### src/design/src_pkg.sv
// Shared types and constants for the sensor range calibrator.
// Used by src_ctrl, src_dp, sensor_range_calibrator and the testbench; no dependencies.

package src_pkg;

	localparam int SAMPLE_BITS   = 10;
	localparam int FRAC_BITS     = 15;
	localparam int MARGIN_BITS   = 10;
	localparam int LOW_BITS      = SAMPLE_BITS + 1;
	localparam int LEVEL_BITS    = FRAC_BITS + 1;
	localparam int CFG_DATA_BITS = (LOW_BITS > MARGIN_BITS) ? LOW_BITS : MARGIN_BITS;
	localparam int SUM_BITS      = ((SAMPLE_BITS > MARGIN_BITS) ? SAMPLE_BITS : MARGIN_BITS) + 1;
	localparam int CFG_IDX_BITS  = 2;
	localparam int STEP_BITS     = $clog2(FRAC_BITS + 1);

	localparam logic [LOW_BITS-1:0]    LOW_EMPTY    = {1'b1, {SAMPLE_BITS{1'b0}}};
	localparam logic [LEVEL_BITS-1:0]  LEVEL_ONE    = {1'b1, {FRAC_BITS{1'b0}}};
	localparam logic [MARGIN_BITS-1:0] MARGIN_RESET = MARGIN_BITS'(5);
	localparam logic [LOW_BITS-1:0]    LOW_RESET    = '0;
	localparam logic [SAMPLE_BITS-1:0] HIGH_RESET   = SAMPLE_BITS'(1);
	localparam logic [SAMPLE_BITS-1:0] PEAK_RESET   = '0;

	typedef enum logic {
		OP_SAMPLE = 1'b0,
		OP_CALIB  = 1'b1
	} src_op_t;

	typedef enum logic [CFG_IDX_BITS-1:0] {
		CFG_PEAK_MARGIN = 2'd0,
		CFG_LOW_INIT    = 2'd1,
		CFG_HIGH_INIT   = 2'd2,
		CFG_PEAK_INIT   = 2'd3
	} src_cfg_idx_t;

	typedef enum logic [2:0] {
		ST_IDLE,
		ST_EVAL,
		ST_PREP,
		ST_DIV,
		ST_DONE
	} src_state_t;

	typedef struct packed {
		src_op_t                opcode;
		logic [SAMPLE_BITS-1:0] sample;
		logic                   calibrate_on;
	} src_in_t;

	typedef struct packed {
		logic                   over_range;
		logic [LEVEL_BITS-1:0]  level;
		logic [LOW_BITS-1:0]    low_bound;
		logic [SAMPLE_BITS-1:0] high_bound;
		logic [SAMPLE_BITS-1:0] peak;
	} src_out_t;

	typedef struct packed {
		logic capture;
		logic eval;
		logic prep;
		logic div_step;
		logic out_load;
	} src_cmd_t;

	typedef struct packed {
		logic is_calib;
		logic over;
		logic no_result;
		logic level_zero;
		logic div_last;
	} src_status_t;

endpackage

### src/design/sensor_range_calibrator.sv
// Sensor range calibrator: peak tracking, calibrated thresholds and inverted level.
// Top level joining src_ctrl and src_dp; uses src_pkg.
//
// A sample passes, in order, through capture, an update of peak and thresholds,
// a clamp, 16 steps of the restoring divider that forms the Q1.15 level, and a
// load of the output register, which waits while that register is still full;
// in_ready stays low until the item is through. An over-range sample or one
// with low above high skips the divider; a calibrate command or a sample with
// equal thresholds gives no result. The result waits in the output register
// while the next item is taken in.

module sensor_range_calibrator (
	input  logic                              clk,
	input  logic                              arst_n,
	input  logic                              cfg_we,
	input  logic [src_pkg::CFG_IDX_BITS-1:0]  cfg_index,
	input  logic [src_pkg::CFG_DATA_BITS-1:0] cfg_data,
	input  logic                              in_valid,
	output logic                              in_ready,
	input  src_pkg::src_in_t                  in_item,
	output logic                              out_valid,
	input  logic                              out_ready,
	output src_pkg::src_out_t                 out_item
);

	src_pkg::src_cmd_t    cmd;
	src_pkg::src_status_t status;

	src_ctrl u_ctrl (
		.clk       (clk),
		.arst_n    (arst_n),
		.in_valid  (in_valid),
		.in_ready  (in_ready),
		.out_valid (out_valid),
		.out_ready (out_ready),
		.status    (status),
		.cmd       (cmd)
	);

	src_dp u_dp (
		.clk       (clk),
		.arst_n    (arst_n),
		.cfg_we    (cfg_we),
		.cfg_index (cfg_index),
		.cfg_data  (cfg_data),
		.in_item   (in_item),
		.cmd       (cmd),
		.status    (status),
		.out_item  (out_item)
	);

	a_over_level_zero: assert property (@(posedge clk) disable iff (!arst_n)
		out_valid && out_item.over_range |-> out_item.level == '0)
		else $error("over-range result with nonzero level");

	a_level_bound: assert property (@(posedge clk) disable iff (!arst_n)
		out_valid |-> out_item.level <= src_pkg::LEVEL_ONE)
		else $error("level above one");

	a_no_equal_bounds: assert property (@(posedge clk) disable iff (!arst_n)
		out_valid && !out_item.over_range |->
			out_item.low_bound != {1'b0, out_item.high_bound})
		else $error("result with equal thresholds");

	a_one_at_a_time: assert property (@(posedge clk) disable iff (!arst_n)
		in_valid && in_ready |=> !in_ready)
		else $error("input taken while an item is in work");

endmodule

### src/design/src_ctrl.sv
// Controller state machine for the sensor range calibrator.
// Sequences capture, evaluation, divider steps and the output transfer; uses src_pkg.

module src_ctrl (
	input  logic                  clk,
	input  logic                  arst_n,
	input  logic                  in_valid,
	output logic                  in_ready,
	output logic                  out_valid,
	input  logic                  out_ready,
	input  src_pkg::src_status_t  status,
	output src_pkg::src_cmd_t     cmd
);

	src_pkg::src_state_t state_q, state_d;
	logic                out_valid_q;
	logic                out_free;

	assign out_free  = !out_valid_q || out_ready;
	assign out_valid = out_valid_q;

	always_ff @(posedge clk or negedge arst_n) begin
		if (!arst_n) begin
			state_q     <= src_pkg::ST_IDLE;
			out_valid_q <= 1'b0;
		end else begin
			state_q <= state_d;
			if (cmd.out_load) begin
				out_valid_q <= 1'b1;
			end else if (out_ready) begin
				out_valid_q <= 1'b0;
			end
		end
	end

	always_comb begin
		state_d  = state_q;
		cmd      = '0;
		in_ready = 1'b0;
		case (state_q)
			src_pkg::ST_IDLE: begin
				in_ready    = 1'b1;
				cmd.capture = in_valid;
				if (in_valid) begin
					state_d = src_pkg::ST_EVAL;
				end
			end
			src_pkg::ST_EVAL: begin
				cmd.eval = 1'b1;
				if (status.is_calib) begin
					state_d = src_pkg::ST_IDLE;
				end else if (status.over) begin
					state_d = src_pkg::ST_DONE;
				end else begin
					state_d = src_pkg::ST_PREP;
				end
			end
			src_pkg::ST_PREP: begin
				cmd.prep = 1'b1;
				if (status.no_result) begin
					state_d = src_pkg::ST_IDLE;
				end else if (status.level_zero) begin
					state_d = src_pkg::ST_DONE;
				end else begin
					state_d = src_pkg::ST_DIV;
				end
			end
			src_pkg::ST_DIV: begin
				cmd.div_step = 1'b1;
				if (status.div_last) begin
					state_d = src_pkg::ST_DONE;
				end
			end
			src_pkg::ST_DONE: begin
				cmd.out_load = out_free;
				if (out_free) begin
					state_d = src_pkg::ST_IDLE;
				end
			end
			default: begin
				state_d = src_pkg::ST_IDLE;
			end
		endcase
	end

endmodule

### src/design/src_dp.sv
// Datapath for the sensor range calibrator: thresholds, peak, calibration backup,
// clamp, restoring divider and result register. Uses src_pkg.

module src_dp (
	input  logic                                  clk,
	input  logic                                  arst_n,
	input  logic                                  cfg_we,
	input  logic [src_pkg::CFG_IDX_BITS-1:0]      cfg_index,
	input  logic [src_pkg::CFG_DATA_BITS-1:0]     cfg_data,
	input  src_pkg::src_in_t                      in_item,
	input  src_pkg::src_cmd_t                     cmd,
	output src_pkg::src_status_t                  status,
	output src_pkg::src_out_t                     out_item
);

	localparam int SB = src_pkg::SAMPLE_BITS;
	localparam int LB = src_pkg::LOW_BITS;
	localparam int VB = src_pkg::LEVEL_BITS;
	localparam int SM = src_pkg::SUM_BITS;

	logic [src_pkg::MARGIN_BITS-1:0] margin_q;
	logic                            calib_q;
	logic [SB-1:0]                   peak_q;
	logic [LB-1:0]                   lo_q;
	logic [SB-1:0]                   hi_q;
	logic [LB-1:0]                   lo_bk_q;
	logic [SB-1:0]                   hi_bk_q;

	src_pkg::src_in_t                item_q;
	logic                            over_q;
	logic [VB-1:0]                   level_q;
	logic [SB-1:0]                   rem_q;
	logic [SB-1:0]                   div_q;
	logic [VB-1:0]                   quo_q;
	logic [src_pkg::STEP_BITS-1:0]   step_q;
	src_pkg::src_out_t               res_q;

	logic [SB-1:0] n;
	logic [LB-1:0] n_ext;
	logic [SB-1:0] peak_new;
	logic          over;
	logic [LB-1:0] lo_min;
	logic [SB-1:0] hi_max;
	logic [LB-1:0] lo_rest;
	logic [SB-1:0] hi_rest;
	logic [LB-1:0] hi_ext;
	logic [LB-1:0] clamp_lo;
	logic [LB-1:0] clamp;
	logic [LB-1:0] num;
	logic [LB-1:0] den;
	logic [SB:0]   trial;
	logic          ge;
	logic [SB:0]   trial_sub;
	logic [VB-1:0] quo_next;

	assign n        = item_q.sample;
	assign n_ext    = {1'b0, n};
	assign hi_ext   = {1'b0, hi_q};
	assign peak_new = (n > peak_q) ? n : peak_q;
	assign over     = (SM'(n) + SM'(margin_q)) > SM'(peak_new);
	assign lo_min   = (n_ext < lo_q) ? n_ext : lo_q;
	assign hi_max   = (n > hi_q) ? n : hi_q;
	assign lo_rest  = (lo_q == src_pkg::LOW_EMPTY) ? lo_bk_q : lo_q;
	assign hi_rest  = (hi_q == '0) ? hi_bk_q : hi_q;

	assign clamp_lo = (n_ext < lo_q) ? lo_q : n_ext;
	assign clamp    = (clamp_lo > hi_ext) ? hi_ext : clamp_lo;
	assign num      = clamp - lo_q;
	assign den      = hi_ext - lo_q;

	assign trial     = (step_q == '0) ? {1'b0, rem_q} : {rem_q, 1'b0};
	assign ge        = trial >= {1'b0, div_q};
	assign trial_sub = trial - {1'b0, div_q};
	assign quo_next  = {quo_q[VB-2:0], ge};

	assign status.is_calib   = (item_q.opcode == src_pkg::OP_CALIB);
	assign status.over       = over;
	assign status.no_result  = (lo_q == hi_ext);
	assign status.level_zero = (lo_q > hi_ext);
	assign status.div_last   = (step_q == src_pkg::STEP_BITS'(src_pkg::FRAC_BITS));

	assign out_item = res_q;

	// architectural state
	always_ff @(posedge clk or negedge arst_n) begin
		if (!arst_n) begin
			margin_q <= src_pkg::MARGIN_RESET;
			calib_q  <= 1'b0;
			peak_q   <= src_pkg::PEAK_RESET;
			lo_q     <= src_pkg::LOW_RESET;
			hi_q     <= src_pkg::HIGH_RESET;
			lo_bk_q  <= '0;
			hi_bk_q  <= '0;
		end else if (cfg_we) begin
			case (src_pkg::src_cfg_idx_t'(cfg_index))
				src_pkg::CFG_PEAK_MARGIN: margin_q <= cfg_data[src_pkg::MARGIN_BITS-1:0];
				src_pkg::CFG_LOW_INIT:    lo_q     <= cfg_data[LB-1:0];
				src_pkg::CFG_HIGH_INIT:   hi_q     <= cfg_data[SB-1:0];
				src_pkg::CFG_PEAK_INIT:   peak_q   <= cfg_data[SB-1:0];
				default: ;
			endcase
		end else if (cmd.eval) begin
			if (item_q.opcode == src_pkg::OP_CALIB) begin
				if (item_q.calibrate_on != calib_q) begin
					calib_q <= item_q.calibrate_on;
					if (item_q.calibrate_on) begin
						lo_bk_q <= lo_q;
						hi_bk_q <= hi_q;
						lo_q    <= src_pkg::LOW_EMPTY;
						hi_q    <= '0;
					end else if ({1'b0, hi_rest} == lo_rest) begin
						lo_q <= lo_bk_q;
						hi_q <= hi_bk_q;
					end else begin
						lo_q <= lo_rest;
						hi_q <= hi_rest;
					end
				end
			end else begin
				peak_q <= peak_new;
				if (!over && calib_q) begin
					lo_q <= lo_min;
					hi_q <= hi_max;
				end
			end
		end
	end

	// item, divider and result registers
	always_ff @(posedge clk) begin
		if (cmd.capture) begin
			item_q <= in_item;
		end
		if (cmd.eval) begin
			over_q  <= over;
			level_q <= '0;
		end
		if (cmd.prep) begin
			rem_q  <= num[SB-1:0];
			div_q  <= den[SB-1:0];
			quo_q  <= '0;
			step_q <= '0;
		end
		if (cmd.div_step) begin
			rem_q  <= ge ? trial_sub[SB-1:0] : trial[SB-1:0];
			quo_q  <= quo_next;
			step_q <= step_q + 1'b1;
			if (status.div_last) begin
				level_q <= src_pkg::LEVEL_ONE - quo_next;
			end
		end
		if (cmd.out_load) begin
			res_q.over_range <= over_q;
			res_q.level      <= level_q;
			res_q.low_bound  <= lo_q;
			res_q.high_bound <= hi_q;
			res_q.peak       <= peak_q;
		end
	end

endmodule

### config.mk
export PLATFORM = sky130hd
export DESIGN_NAME = sensor_range_calibrator
export DESIGN_NICKNAME = d
export VERILOG_FILES = /design/src/design/src_pkg.sv /design/src/design/sensor_range_calibrator.sv /design/src/design/src_ctrl.sv /design/src/design/src_dp.sv
export SDC_FILE = /design/constraint.sdc
export NUM_CORES = 1
export LEC_CHECK = 0
export ABC_AREA = 1
export ABC_CLOCK_PERIOD_IN_PS = 4250
export BUFFER_PORTS_ARGS = -buffer_cell sky130_fd_sc_hd__buf_2
export CAP_MARGIN = 20
export CORE_ASPECT_RATIO = 0.5
export CORE_MARGIN = 8
export CORE_UTILIZATION = 55
export DETAILED_ROUTE_END_ITERATION = 10
export PLACE_DENSITY = 0.72
export SETUP_SLACK_MARGIN = 0.1
export SYNTH_ARGS = -nofsm -noshare
export SYNTH_HDL_FRONTEND = slang
export SYNTH_SLANG_ARGS = --single-unit
### constraint.sdc
create_clock -name clk -period 4.25 [get_ports clk]
set_input_delay 0.6375 -clock clk [delete_from_list [all_inputs] [get_ports clk]]
set_output_delay 0.6375 -clock clk [all_outputs]
set_load 0.02 [all_outputs]
==> impl_metrics.csv, run 1 <==
group,metric,value,unit
status,outcome,"finished with violations",
status,violations,"setup timing",
finish,seqCellArea,5000,um2
sta,worst_pin_slew,0.831,ns
clocking,clkSinkCount,183,
placement,dp_worst_setup_slack,-0.583,ns
finish,fillerInstances,1686,
drt,vias,11400,
pwr,leakage,6.96,nW
sta,fmax,0.220,GHz
grt,grt_pass1_vias,10600,
pwr,peakVddDrop,0.000744,V
yosys,synth_top_cell_by_area,"edfxtp_1",
drt,first_iter_violations,1326,
critical_path,startpoint_type,"register",
sta,finalMaxSlewViolations,0,
yosys,synth_commonest_cells,"nand2_1, inv_1, nor2_1",
placement,gp_congestion,1.05,
yosys,ys_warn_count,0,
placement,io_buffers,79,
critical_path,slowest_delay,0.46,ns
pwr,p_int,7.62,mW
sta,hold_violations,0,
clocking,root_buffer,"clkbuf_16",
yosys,synth.most_common_cell,"nand2_1",
worst_hold_path,min_path_type,"in -> async",
yosys,yosys_most_used_dff,"edfxtp_1",
pwr,p_switching,6.99,mW
critical_path,crit_family,"simple AND/OR/NAND/NOR gates",
yosys,synthArstFlopShare,0.366,
critical_path,crit_path_top_delay_cell,"edfxtp_1",
grt,grtUsageTotal,0.309,
grt,antenna_found_initial,0,
yosys,yosysTopAreaCellShare,0.254,
clocking,clk_pin_slew,0.07,ns
critical_path,cp.required,4.45,ns
die,core.rowCount,38,
sta,slew_headroom,0.445,
flow_run,cap_violations,0,
clocking,clk_path_buf_depth,2,
yosys,avgSynthCellArea,8.06,um2
drt,routedWlPerCell,21.3,um
clocking,cts_buffers,17,
sta,holdWs,0.143,ns
sta,fin_worst_skew,0.0171,ns
clocking,htree_num_levels,4,
yosys,synthTopCellsByArea,"edfxtp_1, dfrtp_1, nand2_1",
critical_path,cp-end-kind,"register",
yosys,netlist_area,11800,um2
placement,postPlaceCellArea,13300,um2
clocking,clk_latency,0.47,ns
critical_path,cp.arrival,4.74,ns
yosys,synth_fp_nets,1599,
finish,multi_input_area,6590,um2
die,die_h,120,um
yosys,yosysSeqAreaShare,0.424,
pwr,p_seq_frac,0.204,
die,boundaryPins,80,
pwr,total_power,14.6,mW
sta,period_share,1.07,
clocking,cts_hold_buf,0,
yosys,synth_edf_count,100,
finish,final_cell_area,14700,um2
sta,setup_ws,-0.289,ns
finish,fin_util,0.690,
sta,finalSetupViolCount,6,
critical_path,crit_type,"reg -> reg",
yosys,synthCells,1464,
yosys,ys_types,49,
yosys,synth_seq_cells,183,
sta,period_needed,4.54,ns
finish,insertedDiodeCount,0,
finish,drive_gt1_frac,0.250,
pwr,swShare,0.478,
die,die-area,26700,um2
sta,rsz0062_at_grt,"yes",
finish,nets,1796,
finish,area_growth,24.7,%
clocking,cts_tree,"done",
die,chipWidth,223,um
grt,grt_max_degree,43,
drt,drtAntennaViolNets,0,
drt,first_pass_iters,6,
drt,drcViolationCount,0,
pwr,power_density,993,nW/um2
die,initial_utilization,0.553,
grt,grt_pass1_wl,62900,um
grt,grt_overflow,0,
drt,viasPerCell,5.84,
placement,dpl.hpwl,31200,um
pwr,combPwrFrac,0.685,
drt,routed_wl,41600,um
critical_path,timing.critical_path.buf_inv,3,
die,core_area,21300,um2
pwr,p_clk_frac,0.111,
critical_path,critPathMostFrequentCell,"nor2_1",
critical_path,cp_max_fo,5,
-- layer usage --
layer	wire [um]	up-vias	part of all wire	track usage
met5	0	-	0	0.0305
met4	831	0	0.020	0.0753
met3	6340	79	0.15	0.140
met2	15500	687	0.37	0.393
met1	18900	5375	0.45	0.457
li1	-	5277	-	-
-- per-stage QoR --
step           cells  TNS (ns)
2_1_floorplan   1464    -0.159
3_3_place_gp    1898     -1.48
3_5_place_dp    1898     -2.71
4_1_cts         1947    -0.500
5_1_grt         1954     -2.40
6_report        1954    -0.956
-- power groups by stage --
| stage | clock network, mW | registers [mW] | logic, mW |
|---|---|---|---|
| 3_5_place_dp | 0 | 2.99 | 7.98 |
| 5_1_grt | 1.69 | 3.02 | 10.8 |
| 6_report | 1.62 | 2.99 | 10.0 |
| 4_1_cts | 1.63 | 2.96 | 9.06 |
| 2_1_floorplan | 0 | 3.04 | 4.79 |
| 3_3_place_gp | 0 | 2.97 | 7.82 |
-- final cells by class --
| class | instances | area share |
|---|---|---|
| Clock buffer | 19 | 0.0294 |
| Tap cell | 280 | 0.0238 |
| Timing Repair Buffer | 215 | 0.104 |
| Multi-Input combinational cell | 1068 | 0.448 |
| Timing Repair inverter | 1 | 0.000510 |
| Sequential cell | 183 | 0.340 |
| Clock inverter | 13 | 0.00986 |
| Inverter | 175 | 0.0449 |
-- worst register-to-register path, delay by kind of cell, from the launching register on --
kind | cells | cell delay [ns]
buffers and inverters | 3 | 0.33
XOR/XNOR | 1 | 0.09
AO/OA/AOI/OAI | 9 | 0.99
AND/OR/NAND/NOR | 15 | 1.31
adder cells (fa/ha/maj) | 4 | 1.10
flip-flops | 1 | 0.46
-- cell families after synthesis --
| logic type | share of synthesized area |
|---|---|
| xor+xnor | 0.0230 |
| compound gates | 0.110 |
| buf+inv | 0.0710 |
| simple gates | 0.249 |
| fa+ha+maj | 0.114 |
| mux | 0.00954 |
| flops | 0.424 |
-- final timing paths --
check | start | endpoint | slack (ns) | cells after the start
hold reg to reg | u_dp.over_q | u_dp.out_item[47] | 0.43 | 0
hold / removal | arst_n | u_dp.lo_q[7] | 0.14 | 1
min in group clk | in_item[1] | u_dp.n[0] | 0.35 | 1
max in group asynchronous | arst_n | u_dp.hi_bk_q[0] | 3.27 | 2
setup reg to reg | u_dp.n[6] | u_dp.rem_q[8] | -0.29 | 32
setup / recovery | u_dp.n[6] | u_dp.rem_q[8] | -0.29 | 32
-- sequential cells by signal (all words and copies together), names as in the netlist, 11 cells and up --
name	count
u_dp.lo_q	11
u_dp.out_item	48
u_dp.level_q	16
u_dp.lo_bk_q	11
u_dp.quo_q	15
-- timing repair --
item / in CTS / in global routing
cloned: 3 / 1
gates resized for setup: 94 / 56
pin swaps: 31 / 26
endpoints found under the setup margin: 8 / 33
setup buffers: 15 / 8
-- cells in the final DEF (no fill, tap or decap), types with 16 or more instances in the layout --
master and instances:
dfrtp_1 63, nand2_1 341, edfxtp_1 100, clkbuf_16 17, inv_2 18, dfxtp_1 16
nand4_1 16, nand3_1 120, o21ai_0 77, inv_1 152, ha_4 17, nor2_1 139
buf_2 79, nand2_2 23, o21ai_1 16, a21oi_1 55, a21oi_2 31, xor2_1 19
buf_4 123, ha_1 83
(Power assumes the default switching activity.)
==> inputs of run 2 (changes only) <==
--- a/config.mk
+++ b/config.mk
@@ -13,6 +13,7 @@
 export CORE_MARGIN = 8
 export CORE_UTILIZATION = 55
 export DETAILED_ROUTE_END_ITERATION = 10
+export GPL_TIMING_DRIVEN = 0
 export PLACE_DENSITY = 0.72
 export SETUP_SLACK_MARGIN = 0.1
 export SYNTH_ARGS = -nofsm -noshare
==> run 2 against run 1 <==
Compared with the run above: the flow finishes with violations (DRC, setup timing); highest routed layer is now met5; global-route usage is 0.49 points lower; cell count down 0.20%; sequential share of layout area decreased by 0.54 points; hold slack improved by 0.20 ns.
==> impl_metrics.csv, run 2 (same netlist as run 1, synthesis figures left out) <==
group,metric,value,unit
status,violations,"DRC, setup timing",
grt,grtUsageTotal,0.304,
worst_hold_path,min_path_type,"in -> reg",
grt,grt_pass1_wl,61800,um
sta,fin_worst_skew,0.0142,ns
placement,io_buffers,78,
status,outcome,"finished with violations",
placement,dp_worst_setup_slack,-1.17,ns
sta,fmax,0.197,GHz
finish,largest_register_ffs,48,
worst_hold_path,min_path_cells,1,
die,die-area,26700,um2
finish,nets,1792,
worst_hold_path,holdPathEnd,"u_dp.n[7]",
sta,period_needed,5.07,ns
grt,grt_overflow,0,
critical_path,rrSetupSlack,-0.82,ns
critical_path,crit_path_top_delay_cell,"dfrtp_1",
drt,first_iter_violations,1829,
critical_path,r2r_cells,32,
drt,routedWlPerCell,22.8,um
sta,rsz0062_at_grt,"yes",
critical_path,cp-end-kind,"register",
finish,final_cell_area,15000,um2
drt,drtAntennaViolNets,0,
drt,drcViolationCount,1,
clocking,cts_buffers,17,
placement,gp_congestion,0.989,
sta,hold_violations,0,
drt,routed_wl,44500,um
critical_path,critPathMostFrequentCell,"buf_4",
flow_run,cap_violations,0,
placement,postPlaceCellArea,12700,um2
clocking,clk_pin_slew,0.08,ns
finish,largest_registers,"u_dp.out_item (48), u_dp.level_q (16), u_dp.quo_q (15)",
sta,finalMaxSlewViolations,0,
grt,grt_max_degree,64,
die,chipWidth,223,um
finish,insertedDiodeCount,0,
grt,antenna_found_initial,0,
finish,top_register,"u_dp.out_item",
worst_hold_path,min_from,"in_item[8]",
die,core.rowCount,38,
sta,finalSetupViolCount,8,
critical_path,r2r_end,"u_dp.rem_q[4]",
finish,final_cell_mix,"nand2_1, inv_1, nand3_1, nor2_1, edfxtp_1",
finish,final_common_cell,"nand2_1",
grt,grt_pass1_vias,10500,
clocking,htree_num_levels,4,
die,core_area,21300,um2
die,boundaryPins,80,
critical_path,crit_family,"buffers and inverters",
sta,slew_headroom,0.365,
drt,first_pass_iters,11,
critical_path,crit_type,"reg -> reg",
critical_path,slowest_delay,0.73,ns
placement,dpl.hpwl,29800,um
critical_path,cp.arrival,5.27,ns
critical_path,cp_max_fo,9,
sta,worst_pin_slew,0.948,ns
die,die_h,120,um
die,initial_utilization,0.553,
critical_path,r2r-start,"u_dp.lo_q[0]",
clocking,cts_tree,"done",
critical_path,timing.critical_path.buf_inv,11,
clocking,root_buffer,"clkbuf_16",
finish,area_growth,27.0,%
critical_path,startpoint_type,"register",
clocking,clk_latency,0.47,ns
finish,drive_gt1_frac,0.278,
clocking,clkSinkCount,183,
drt,vias,11700,
sta,setup_ws,-0.818,ns
sta,period_share,1.19,
critical_path,cp.required,4.45,ns
clocking,clk_path_buf_depth,2,
drt,viasPerCell,6.02,
==> run 2: cell type report <==
type	count	area [um2]
plain buffers	38	258
fillers	1641	6350
flip-flops and latches	183	5020
clock buffers	21	482
repair inverters	1	7.51
multi-input cells	1068	6830
well taps	280	350
clock inverters	11	135
repair buffers	173	1210
inverters	175	703
==> run 2: how the worst max path moves through the flow <==
stage	depth (start not counted)	endpoint	slack, ns	from
detailed placement	33	u_dp.rem_q[8]	-1.17	u_dp.lo_q[7]
global route	31	u_dp.rem_q[8]	-0.97	u_dp.lo_q[1]
global placement	33	u_dp.rem_q[8]	-1.10	u_dp.lo_q[1]
floorplan	33	u_dp.rem_q[8]	-0.16	u_dp.n[8]
finish	32	u_dp.rem_q[4]	-0.82	u_dp.lo_q[0]
CTS	33	u_dp.rem_q[8]	-0.43	u_dp.n[5]
==> run 2: timing repair <==
action,in CTS,in global routing
cloned,2,4
resized for setup,117,177
pin swaps,34,61
hold buffers,1,0
endpoints found under the setup margin,37,37
hold endpoints to repair,4,0
setup buffers,53,34
==> run 2: stage by stage <==
step                      setup TNS (ns)  std cells   util  hold WS [ns]
after CTS                          -1.93       1913  0.660         0.334
after global placement            -24.78       1822  0.590         0.413
after global routing               -8.23       1950  0.702         0.332
after detailed placement           -9.08       1826  0.594         0.413
final                              -4.44       1950  0.702         0.345
after floorplan                   -0.159       1464      -         0.342
==> run 2: per-layer routing <==
layer	global-route usage	vias to the layer above	share of wire
met5	0	-	0.0011
met2	0.397	839	0.39
met3	0.143	122	0.17
met4	0.0524	2	0.023
met1	0.449	5508	0.42
li1	-	5263	-
Power of run 2 is left out: the tool's default activity adds up to more than one toggle a clock period on the data nets, which glitch-free logic cannot reach.
==> inputs of run 3 (changes only) <==
--- a/config.mk
+++ b/config.mk
@@ -14,7 +14,7 @@
 export CORE_UTILIZATION = 55
 export DETAILED_ROUTE_END_ITERATION = 10
 export GPL_TIMING_DRIVEN = 0
-export PLACE_DENSITY = 0.72
+export PLACE_DENSITY = 0.76
 export SETUP_SLACK_MARGIN = 0.1
 export SYNTH_ARGS = -nofsm -noshare
 export SYNTH_HDL_FRONTEND = slang
==> run 3 against run 2 <==
Compared with the run above: the flow finishes with violations (setup timing); die area unchanged; cell count down 1.2%; non-clock buffer count is 23 lower; hold slack better by 0.0013 ns; sequential cell count did not move; first-iteration DRC count fell by 0.93%; register-to-register slack about the same; final area fell by 1.4%; clock-buffer cell count decreased by 3; utilization down 0.98 points; critical path depth down 3; setup slack got worse by 0.0025 ns; critical endpoint is now u_dp.rem_q[8].
==> impl_metrics.csv, run 3 (same netlist as run 1, synthesis figures left out) <==
group,metric,value,unit
placement,io_buffers,78,
placement,dp_worst_setup_slack,-1.30,ns
worst_hold_path,min_path_type,"in -> reg",
finish,nets,1769,
critical_path,cp.arrival,5.39,ns
finish,largest_register_ffs,48,
finish,final_cell_mix,"nand2_1, inv_1, nand3_1, nor2_1, edfxtp_1",
critical_path,crit_path_top_delay_cell,"edfxtp_1",
finish,insertedDiodeCount,0,
sta,slew_headroom,0.379,
drt,drtAntennaViolNets,0,
die,core_area,21300,um2
drt,first_pass_iters,7,
sta,rsz0062_at_grt,"yes",
drt,first_iter_violations,1812,
sta,worst_pin_slew,0.926,ns
grt,grt_max_degree,67,
sta,hold_violations,0,
placement,gp_congestion,1.03,
pwr,p_clk_frac,0.113,
die,die-area,26700,um2
placement,postPlaceCellArea,12700,um2
finish,top_register,"u_dp.out_item",
pwr,p_switching,7.15,mW
status,violations,"setup timing",
die,initial_utilization,0.553,
critical_path,r2r_end,"u_dp.rem_q[8]",
drt,drcViolationCount,0,
clocking,root_buffer,"clkbuf_16",
sta,finalSetupViolCount,8,
drt,routedWlPerCell,22.4,um
status,outcome,"finished with violations",
critical_path,startpoint_type,"register",
sta,period_share,1.19,
sta,holdWs,0.347,ns
critical_path,r2r-start,"u_dp.n[6]",
drt,vias,11600,
worst_hold_path,holdPathEnd,"u_dp.n[7]",
critical_path,rrSetupSlack,-0.82,ns
clocking,clk_latency,0.47,ns
sta,finalMaxSlewViolations,0,
critical_path,crit_type,"reg -> reg",
finish,area_growth,25.2,%
pwr,p_seq_frac,0.224,
critical_path,cp.required,4.57,ns
grt,antenna_found_initial,0,
die,core.rowCount,38,
sta,setup_ws,-0.821,ns
die,chipWidth,223,um
finish,finalNonFillerCells,1927,
clocking,clk_pin_slew,0.07,ns
pwr,total_power,14.3,mW
drt,routed_wl,43200,um
critical_path,cp_max_fo,9,
sta,tns,-4.42,ns
finish,fin_util,0.693,
die,boundaryPins,80,
finish,final_cell_area,14800,um2
finish,final_common_cell,"nand2_1",
pwr,swShare,0.501,
pwr,p_int,7.13,mW
pwr,leakage,6.81,nW
critical_path,slowest_delay,0.58,ns
drt,viasPerCell,6.04,
clocking,htree_num_levels,4,
pwr,power_density,966,nW/um2
placement,dpl.hpwl,29600,um
critical_path,r2r_cells,29,
sta,fin_worst_skew,0.0128,ns
clocking,clkSinkCount,183,
clocking,cts_buffers,17,
clocking,cts_tree,"done",
finish,largest_registers,"u_dp.out_item (48), u_dp.level_q (16), u_dp.quo_q (15)",
worst_hold_path,min_from,"in_item[8]",
grt,grt_overflow,0,
clocking,clk_path_buf_depth,2,
worst_hold_path,min_path_cells,1,
grt,grtUsageTotal,0.303,
sta,fmax,0.197,GHz
critical_path,cp-end-kind,"register",
grt,grt_pass1_wl,61600,um
placement,dp.cells,1826,
finish,drive_gt1_frac,0.255,
pwr,peakVddDrop,0.000522,V
grt,grt_pass1_vias,10600,
flow_run,cap_violations,0,
pwr,combPwrFrac,0.663,
die,die_h,120,um
sta,period_needed,5.07,ns
[run 3: per-layer routing]
layer,GRT usage,share of wire,vias up
met2,0.386,0.38,845
li1,-,-,5232
met5,0.0125,0.0018,-
met1,0.442,0.42,5447
met4,0.0827,0.027,2
met3,0.147,0.17,119
[run 3: area by class of cell]
cell class                 count  area (um2)
buffer                        38         265
timing repair inverter         1        7.51
inverter                     175         693
tap                          280         350
sequential                   183        5010
multi-input combinational   1068        6790
fill                        1616        6560
clock buffer                  18         429
clock inverter                14         143
timing repair buffer         150        1090
[run 3: worst max-delay path by stage]
| stage | from | end | slack, ns | depth (start not counted) |
|---|---|---|---|---|
| 2_1_floorplan | u_dp.n[8] | u_dp.rem_q[8] | -0.16 | 33 |
| 3_3_place_gp | u_dp.lo_q[6] | u_dp.rem_q[8] | -1.16 | 34 |
| 3_5_place_dp | u_dp.lo_q[6] | u_dp.rem_q[8] | -1.30 | 34 |
| 4_1_cts | u_dp.n[6] | u_dp.rem_q[8] | -0.60 | 33 |
| 5_1_grt | u_dp.n[6] | u_dp.rem_q[8] | -0.92 | 30 |
| 6_report | u_dp.n[6] | u_dp.rem_q[8] | -0.82 | 29 |
[run 3: power by group through the flow]
stage | clock [mW] | combinational (mW) | sequential (mW)
2_1_floorplan | 0 | 4.79 | 3.04
3_3_place_gp | 0 | 6.37 | 3.24
3_5_place_dp | 0 | 6.62 | 3.24
4_1_cts | 1.60 | 7.56 | 3.13
5_1_grt | 1.67 | 10.2 | 3.22
6_report | 1.61 | 9.47 | 3.20
[run 3: critical path, delay by kind of cell, from the launching register on]
family                     cells  cell delay, ns
AOI/OAI and AO/OA              8            1.29
xor gates and xnor gates       1            0.18
adders and majority gates      3            1.07
buffers and inverters          5            0.79
DFF                            1            0.58
and+or+nand+nor               12            1.00
[run 3: repair_timing]
action,CTS,global route
hold buffers,1,0
endpoints found under the hold margin,1,0
resized for setup,92,171
cloned,3,3
buffers inserted,36,28
setup endpoints to repair,36,37
pin swaps,23,65
